--- src/rtl/nlr_pkg.sv ---
package nlr_pkg;

    // width of a length field on the result side
    localparam int LEN_W = 6;

    // character codes
    localparam logic [7:0] CH_ZERO    = 8'h30; // '0'
    localparam logic [7:0] CH_SEVEN   = 8'h37; // '7'
    localparam logic [7:0] CH_NINE    = 8'h39; // '9'
    localparam logic [7:0] CH_DOT     = 8'h2E; // '.'
    localparam logic [7:0] CH_PLUS    = 8'h2B; // '+'
    localparam logic [7:0] CH_MINUS   = 8'h2D; // '-'
    localparam logic [7:0] CH_X_LO    = 8'h78; // 'x'
    localparam logic [7:0] CH_X_UP    = 8'h58; // 'X'
    localparam logic [7:0] CH_E_LO    = 8'h65; // 'e'
    localparam logic [7:0] CH_E_UP    = 8'h45; // 'E'
    localparam logic [7:0] CH_F_LO    = 8'h66; // 'f'
    localparam logic [7:0] CH_F_UP    = 8'h46; // 'F'
    localparam logic [7:0] CH_A_LO    = 8'h61; // 'a'
    localparam logic [7:0] CH_A_UP    = 8'h41; // 'A'

    // character classes, all clear on end of input
    typedef struct packed {
        logic zero;
        logic dig;
        logic oct;
        logic hex;
        logic dot;
        logic ee;
        logic xx;
        logic ff;
        logic sg;
    } char_class_t;

    // one result transaction
    typedef struct packed {
        logic [LEN_W-1:0] integer_length;
        logic [LEN_W-1:0] floating_length;
        logic             overflow;
    } result_t;

endpackage

--- src/rtl/nlr_char_class.sv ---
module nlr_char_class (
    input  logic [7:0]           char_code,
    input  logic                 text_end,
    output nlr_pkg::char_class_t cls
);
    import nlr_pkg::*;

    logic live;

    // decode the byte into the classes both recognizers use
    always_comb
    begin
        live      = !text_end;
        cls.zero  = live && (char_code == CH_ZERO);
        cls.dig   = live && (char_code >= CH_ZERO) && (char_code <= CH_NINE);
        cls.oct   = live && (char_code >= CH_ZERO) && (char_code <= CH_SEVEN);
        cls.hex   = cls.dig
                    || (live && (char_code >= CH_A_LO) && (char_code <= CH_F_LO))
                    || (live && (char_code >= CH_A_UP) && (char_code <= CH_F_UP));
        cls.dot   = live && (char_code == CH_DOT);
        cls.ee    = live && ((char_code == CH_E_LO) || (char_code == CH_E_UP));
        cls.xx    = live && ((char_code == CH_X_LO) || (char_code == CH_X_UP));
        cls.ff    = live && ((char_code == CH_F_LO) || (char_code == CH_F_UP));
        cls.sg    = live && ((char_code == CH_PLUS) || (char_code == CH_MINUS));
    end

endmodule

--- src/rtl/nlr_lexer_core.sv ---
module nlr_lexer_core #(
    parameter int MAX_TOKEN = 63
) (
    input  logic                 clk,
    input  logic                 rst_n,
    input  logic                 step,
    input  logic                 eoi,
    input  nlr_pkg::char_class_t cls,
    output logic                 emit,
    output nlr_pkg::result_t     result
);
    import nlr_pkg::*;

    localparam int POS_W   = $clog2(MAX_TOKEN + 1);
    localparam int HOLD_W  = $clog2(MAX_TOKEN + 2);
    localparam int SAT_W   = (HOLD_W > LEN_W) ? HOLD_W : LEN_W;
    localparam int LEN_CAP = (MAX_TOKEN < 63) ? MAX_TOKEN : 63;

    typedef enum logic [2:0] {
        IP_START, IP_ZERO, IP_OCT, IP_HEX0, IP_HEX, IP_DEC
    } int_phase_t;

    typedef enum logic [2:0] {
        FP_START, FP_INT, FP_DOT0, FP_FRAC, FP_EXP0, FP_EXPS, FP_EXPD
    } flt_phase_t;

    int_phase_t         ip_reg, ip_next;
    flt_phase_t         fp_reg, fp_next;
    logic [POS_W-1:0]   pos_reg, pos_next;
    logic [HOLD_W-1:0]  ihold_reg, ihold_next;
    logic [HOLD_W-1:0]  fhold_reg, fhold_next;
    logic               idec_reg, idec_next;
    logic               fdec_reg, fdec_next;
    logic               ovf_reg, ovf_next;

    logic               int_close, int_take_pos;
    logic               flt_close, included;
    logic [HOLD_W-1:0]  flt_len;
    logic [HOLD_W-1:0]  pos_ext;
    logic               both, taken;
    logic [SAT_W-1:0]   il_w, fl_w;

    assign pos_ext = HOLD_W'(pos_reg);

    // integer recognizer
    always_comb
    begin
        ip_next      = ip_reg;
        ihold_next   = ihold_reg;
        idec_next    = idec_reg;
        int_close    = 1'b0;
        int_take_pos = 1'b0;
        if (!idec_reg)
        begin
            unique case (ip_reg)
                IP_START:
                begin
                    if (cls.zero)     ip_next = IP_ZERO;
                    else if (cls.dig) ip_next = IP_DEC;
                    else              int_close = 1'b1;
                end
                IP_ZERO:
                begin
                    if (cls.xx)                  ip_next = IP_HEX0;
                    else if (cls.oct)            ip_next = IP_OCT;
                    else if (cls.dot || cls.ee)  int_close = 1'b1;
                    else
                    begin
                        int_close    = 1'b1;
                        int_take_pos = 1'b1;
                    end
                end
                IP_OCT:
                begin
                    if (!cls.oct)
                    begin
                        int_close    = 1'b1;
                        int_take_pos = !(cls.dot || cls.ee);
                    end
                end
                IP_HEX0:
                begin
                    if (cls.hex) ip_next = IP_HEX;
                    else         int_close = 1'b1;
                end
                IP_HEX:
                begin
                    if (!cls.hex)
                    begin
                        int_close    = 1'b1;
                        int_take_pos = 1'b1;
                    end
                end
                IP_DEC:
                begin
                    if (!cls.dig)
                    begin
                        int_close    = 1'b1;
                        int_take_pos = !(cls.dot || cls.ee);
                    end
                end
                default: int_close = 1'b1;
            endcase
            if (int_close)
            begin
                ihold_next = int_take_pos ? pos_ext : '0;
                idec_next  = 1'b1;
            end
        end
    end

    // floating recognizer
    always_comb
    begin
        fp_next    = fp_reg;
        fhold_next = fhold_reg;
        fdec_next  = fdec_reg;
        flt_close  = 1'b0;
        flt_len    = '0;
        included   = 1'b0;
        if (!fdec_reg)
        begin
            unique case (fp_reg) inside
                FP_START:
                begin
                    if (cls.dig)      fp_next = FP_INT;
                    else if (cls.dot) fp_next = FP_DOT0;
                    else              flt_close = 1'b1;
                end
                FP_INT:
                begin
                    if (cls.dig)
                    begin
                    end
                    else if (cls.dot) fp_next = FP_FRAC;
                    else if (cls.ee)
                    begin
                        fp_next    = FP_EXP0;
                        fhold_next = '0;
                    end
                    else flt_close = 1'b1;
                end
                FP_DOT0:
                begin
                    if (cls.dig) fp_next = FP_FRAC;
                    else         flt_close = 1'b1;
                end
                FP_FRAC, FP_EXPD:
                begin
                    if (cls.dig)
                    begin
                    end
                    else if (cls.ee && (fp_reg == FP_FRAC))
                    begin
                        fp_next    = FP_EXP0;
                        fhold_next = pos_ext;
                    end
                    else if (cls.ff)
                    begin
                        flt_close = 1'b1;
                        flt_len   = pos_ext + 1'b1;
                        included  = 1'b1;
                    end
                    else
                    begin
                        flt_close = 1'b1;
                        flt_len   = pos_ext;
                    end
                end
                FP_EXP0:
                begin
                    if (cls.sg)       fp_next = FP_EXPS;
                    else if (cls.dig) fp_next = FP_EXPD;
                    else
                    begin
                        // incomplete exponent falls back to the match before it
                        flt_close = 1'b1;
                        flt_len   = fhold_reg;
                    end
                end
                FP_EXPS:
                begin
                    if (cls.dig) fp_next = FP_EXPD;
                    else
                    begin
                        flt_close = 1'b1;
                        flt_len   = fhold_reg;
                    end
                end
                default: flt_close = 1'b1;
            endcase
            if (flt_close)
            begin
                fhold_next = flt_len;
                fdec_next  = 1'b1;
            end
        end
    end

    // position count and overflow, result formatting
    always_comb
    begin
        both     = idec_next && fdec_next;
        taken    = !eoi && (!both || included);
        pos_next = pos_reg;
        ovf_next = ovf_reg;
        if (taken)
        begin
            if (pos_reg == POS_W'(MAX_TOKEN)) ovf_next = 1'b1;
            else                              pos_next = pos_reg + 1'b1;
        end
        il_w = SAT_W'(ihold_next);
        fl_w = SAT_W'(fhold_next);
        result.overflow = ovf_next || (il_w > SAT_W'(LEN_CAP)) || (fl_w > SAT_W'(LEN_CAP));
        if (il_w > SAT_W'(LEN_CAP)) il_w = SAT_W'(LEN_CAP);
        if (fl_w > SAT_W'(LEN_CAP)) fl_w = SAT_W'(LEN_CAP);
        result.integer_length  = il_w[LEN_W-1:0];
        result.floating_length = fl_w[LEN_W-1:0];
        emit = both;
    end

    // token state, cleared once a result goes out
    always_ff @(posedge clk or negedge rst_n)
    begin
        if (!rst_n)
        begin
            ip_reg    <= IP_START;
            fp_reg    <= FP_START;
            pos_reg   <= '0;
            ihold_reg <= '0;
            fhold_reg <= '0;
            idec_reg  <= 1'b0;
            fdec_reg  <= 1'b0;
            ovf_reg   <= 1'b0;
        end
        else if (step)
        begin
            if (both)
            begin
                ip_reg    <= IP_START;
                fp_reg    <= FP_START;
                pos_reg   <= '0;
                ihold_reg <= '0;
                fhold_reg <= '0;
                idec_reg  <= 1'b0;
                fdec_reg  <= 1'b0;
                ovf_reg   <= 1'b0;
            end
            else
            begin
                ip_reg    <= ip_next;
                fp_reg    <= fp_next;
                pos_reg   <= pos_next;
                ihold_reg <= ihold_next;
                fhold_reg <= fhold_next;
                idec_reg  <= idec_next;
                fdec_reg  <= fdec_next;
                ovf_reg   <= ovf_next;
            end
        end
    end

endmodule

--- src/rtl/numeric_literal_recognizer.sv ---
// Numeric literal recognizer: feed the characters of one candidate token,
// first character first, on the char channel, or an end-of-input transaction.
// An integer and a floating recognizer run side by side; once both have
// decided, one result transaction gives both match lengths (0 for no match)
// and the next character starts a new token. An end-of-input transaction
// always closes the token. Lengths saturate at the smaller of MAX_TOKEN and
// 63, with overflow set. One character is taken per cycle while the result
// side keeps up: a transaction passes an input register, then the
// recognizer step and the result register; a stalled result holds the
// input stage.
module numeric_literal_recognizer #(
    parameter int MAX_TOKEN = 63
) (
    input  logic                        clk,
    input  logic                        rst_n,
    input  logic                        char_valid,
    output logic                        char_ready,
    input  logic [7:0]                  char_code,
    input  logic                        text_end,
    output logic                        result_valid,
    input  logic                        result_ready,
    output logic [nlr_pkg::LEN_W-1:0]   integer_length,
    output logic [nlr_pkg::LEN_W-1:0]   floating_length,
    output logic                        overflow
);
    import nlr_pkg::*;

    localparam int LEN_CAP = (MAX_TOKEN < 63) ? MAX_TOKEN : 63;

    logic          char_valid_reg, char_valid_next;
    logic [7:0]    char_reg;
    logic          eoi_reg;
    logic          result_valid_reg, result_valid_next;
    result_t       result_reg;
    char_class_t   cls;
    result_t       core_result;
    logic          core_emit;
    logic          step_fire;

    // the held character steps when the result register can take its outcome
    assign step_fire  = char_valid_reg && (!result_valid_reg || result_ready);
    assign char_ready = !char_valid_reg || step_fire;

    nlr_char_class u_class (
        .char_code (char_reg),
        .text_end  (eoi_reg),
        .cls       (cls)
    );

    nlr_lexer_core #(
        .MAX_TOKEN (MAX_TOKEN)
    ) u_core (
        .clk    (clk),
        .rst_n  (rst_n),
        .step   (step_fire),
        .eoi    (eoi_reg),
        .cls    (cls),
        .emit   (core_emit),
        .result (core_result)
    );

    // valid bits of both stages
    always_comb
    begin
        char_valid_next = char_valid_reg;
        if (char_valid && char_ready) char_valid_next = 1'b1;
        else if (step_fire)           char_valid_next = 1'b0;

        result_valid_next = result_valid_reg;
        if (step_fire && core_emit) result_valid_next = 1'b1;
        else if (result_ready)      result_valid_next = 1'b0;
    end

    always_ff @(posedge clk or negedge rst_n)
    begin
        if (!rst_n)
        begin
            char_valid_reg   <= 1'b0;
            result_valid_reg <= 1'b0;
        end
        else
        begin
            char_valid_reg   <= char_valid_next;
            result_valid_reg <= result_valid_next;
        end
    end

    // payload registers
    always_ff @(posedge clk)
    begin
        if (char_valid && char_ready)
        begin
            char_reg <= char_code;
            eoi_reg  <= text_end;
        end
        if (step_fire && core_emit)
        begin
            result_reg <= core_result;
        end
    end

    assign result_valid    = result_valid_reg;
    assign integer_length  = result_reg.integer_length;
    assign floating_length = result_reg.floating_length;
    assign overflow        = result_reg.overflow;

    // end of input always closes the token
    a_eoi_emits: assert property (@(posedge clk) disable iff (!rst_n)
        (step_fire && eoi_reg) |=> result_valid)
        else $error("end-of-input transaction produced no result");

    // lengths never exceed the saturation cap
    a_len_cap: assert property (@(posedge clk) disable iff (!rst_n)
        result_valid |-> ((integer_length <= LEN_W'(LEN_CAP))
                          && (floating_length <= LEN_W'(LEN_CAP))))
        else $error("result length above saturation cap");

    // input stage only blocks behind a stalled result
    a_stall_cause: assert property (@(posedge clk) disable iff (!rst_n)
        (char_valid_reg && !char_ready) |-> (result_valid && !result_ready))
        else $error("input stage stalled without a stalled result");

endmodule

--- config.mk ---
export PLATFORM = sky130hd
export DESIGN_NAME = numeric_literal_recognizer
export DESIGN_NICKNAME = d
export VERILOG_FILES = /design/src/rtl/nlr_pkg.sv /design/src/rtl/nlr_char_class.sv /design/src/rtl/nlr_lexer_core.sv /design/src/rtl/numeric_literal_recognizer.sv
export SDC_FILE = /design/constraint.sdc
export NUM_CORES = 1
export LEC_CHECK = 0
export BUFFER_PORTS_ARGS = -buffer_cell sky130_fd_sc_hd__buf_4
export CAP_MARGIN = 20
export CORE_ASPECT_RATIO = 1.25
export CORE_MARGIN = 8
export CORE_UTILIZATION = 30
export CTS_BUF_LIST = sky130_fd_sc_hd__clkbuf_8 sky130_fd_sc_hd__clkbuf_16
export DETAILED_ROUTE_END_ITERATION = 8
export PLACE_DENSITY_LB_ADDON = 0.08
export SETUP_SLACK_MARGIN = 0.02
export SLEW_MARGIN = 20
export SYNTH_ARGS = -nofsm -noshare
export SYNTH_HDL_FRONTEND = slang
export SYNTH_SLANG_ARGS = --single-unit
--- constraint.sdc ---
create_clock -name clk -period 3.9 [get_ports clk]
set_clock_uncertainty 0.05 [all_clocks]
set_input_delay 0.78 -clock clk [delete_from_list [all_inputs] [get_ports clk]]
set_output_delay 0.78 -clock clk [all_outputs]
set_load 0.02 [all_outputs]
==> metrics <==
most frequent cells in the layout dfrtp_1 (31), nor2_1 (29), buf_4 (29); Hold Vio Cnt, Final 0; DIE AREA ~14000 µm²; max reg flops 8; min-delay worst type input port to async pin; Post-CTS Setup Inserts 0; RR Startpoint eoi_reg$_DFFE_PP_; slew margin rel. 0.516; Post-CTS Resized 0; n_diodes 0; Critical Path Sink u_core.ihold_reg[3]$_DFFE_PN0P_; initial antenna violation count 0; Placeable Area 10100 µm²; gr ovfl total 0; Starting Density 0.307; Least-Margin Pin Slew 0.726 ns; CTS hold repair buffers 0; Layout area overhead 14.2%; Inserted Clock Buffers 5; max_cap viols 0; leakage 1.37 nW; pin count of the biggest net entering global routing 32; Crit path depth 6; vias in the first global route around 2.6k; post-route ant nets 0; clk_lat worst skew about 0.30 ns; Cell Count, Final, Fillers Out 465; nets 349; Final period util 0.801; minimum clock period after layout between 3 and 4 ns; Initial DRT Pass Iterations 4; synth top area cells dfrtp_1 (25%), edfxtp_1 (21%), nor2_1 (3.5%); Synth area leader dfrtp_1; layout cells sized above 1 0.167; DP Cell Count 457; CP peak stage delay 0.55 ns; crit path max fanout 15; clock sinks 53; post-synth cell types just under 70; Net Count, Synth 334; crit-path cells nor3b_1 > nand3_1 > a32o_1 > o31ai_4 > and4_1 > a22o_2; dpl hpwl about 6000 µm; gpl congestion 0.823; I/O Pins 28; Max Buffers Root-to-Sink 2; gr usage total 0.126; WL final 8330 µm; Avg WL per Cell about 18 µm; R2R Setup Slk 0.78 ns; Reg-to-Reg End u_core.ihold_reg[3]$_DFFE_PN0P_; element type at the critical path end flip-flop; number of flops mapped to enable cells by yosys 22; vias after detailed routing 2571; die width 107 µm; Final Slew Violations 0; Slowest cell on crit path edfxtp_1; mean post-synth cell area 9.66 µm²; fmax 0.320 GHz; share of the synthesized area in the top cell type 0.251; Seq/Total Area, Yosys 0.465; Pwr Density slightly below 400 nW/µm²; H-tree depth 2; overall power 0.00140 W; Synth Warn # 0; Max VDD drop about 0.17 mV; #FFs+latches synth 53; Mapped Cells 320; Netlist Area Pre-Place 3090 µm²; row count 41; final setup fails 0; R2R depth 6; FFs w/ async S/R, synth 0.585; critical path launch point eoi_reg$_DFFE_PP_; first-pass GRT wire length between 10000 and 15000 µm; WP buf/inv 0; DRC 0; status finished clean; WP data arrival 3.31 ns; ys flop type dfrtp_1; critical path's top delay family simple AND/OR/NAND/NOR gates; RSZ-0062 raised after global routing no; die height 130 µm; Clock Pin Slew Worst Setup and Hold Paths roughly 0.08 ns; PortBufs 27; CTS tree yes; Worst Path Required 4.09 ns; root buffer cell clkbuf_16; setup TNS 0 ns; initial DRC count 175; crit start category flip-flop; worst setup path class flip-flop to flip-flop; most common cell after layout, fill and taps aside dfrtp_1; vias per cell 5.53
[through the flow]
step	instance area, µm²	utilization	hold slack, ns	worst slack, ns
after global routing	3530	0.351	0.392	0.433
after floorplan	3090	-	0.404	1.12
after global placement	3380	0.336	0.421	0.932
after CTS	3530	0.351	0.381	0.797
after detailed placement	3380	0.336	0.438	0.820
final	3530	0.351	0.367	0.777
[per-layer routing]
layer,GRT usage,part of all wire
met5,0,0
met4,0.0539,0.013
met2,0.227,0.53
met3,0.0214,0.031
met1,0.143,0.43
[how the worst min path moves through the flow]
stage	slack (ns)	to	start
floorplan	0.40	u_core.ovf_reg$_DFFE_PN0P_	u_core.ovf_reg$_DFFE_PN0P_
global placement	0.42	u_core.ovf_reg$_DFFE_PN0P_	u_core.ovf_reg$_DFFE_PN0P_
detailed placement	0.44	u_core.ovf_reg$_DFFE_PN0P_	u_core.ovf_reg$_DFFE_PN0P_
CTS	0.38	u_core.ihold_reg[6]$_DFFE_PN0P_	rst_n
global route	0.39	u_core.ihold_reg[6]$_DFFE_PN0P_	rst_n
finish	0.37	u_core.ihold_reg[6]$_DFFE_PN0P_	rst_n
[synthesized netlist by cell type (all sizes together), types with 8 or more instances]
cell type	number
dfrtp	31
nor2	30
edfxtp	22
nand3	21
o21ai	20
nand2	17
clkbuf	16
inv	14
a21oi	11
a22o	10
nor3	8
o22ai	8
[layout make-up]
cell class              instances  area (µm²)
fillers                      1061        6520
multi-input cells             232        1510
flip-flops and latches         53        1440
repair buffers                 29         218
well taps                     129         161
clock buffers                   5         125
inverters                      14        52.6
clock inverters                 3        26.3
[where the power goes]
part / leakage, nW / total (W) / internal [W] / switching [W]
logic: 0.661 / 0.000265 / 0.000101 / 0.000164
registers: 0.641 / 0.000670 / 0.000631 / 0.0000391
clock network: 0.0680 / 0.000465 / 0.000243 / 0.000222
total: 1.37 / 0.00140 / 0.000975 / 0.000425
[worst reg2reg max path, stage by stage (launching register included)]
cell and delay, ns:
edfxtp_1 0.55, nor3b_1 0.44, nand3_1 0.49, a32o_1 0.45, o31ai_4 0.50, and4_1 0.42
a22o_2 0.17
[cells by family after synthesis]
| kind of cell | synth area share |
|---|---|
| AOI/OAI and AO/OA | 0.255 |
| xor gates and xnor gates | 0.0142 |
| adders and majority gates | 0.00405 |
| buffers and inverters | 0.0465 |
| DFF | 0.465 |
| muxes | 0.00364 |
| and+or+nand+nor | 0.212 |
Note: power is estimated with default switching activity, not from simulation.
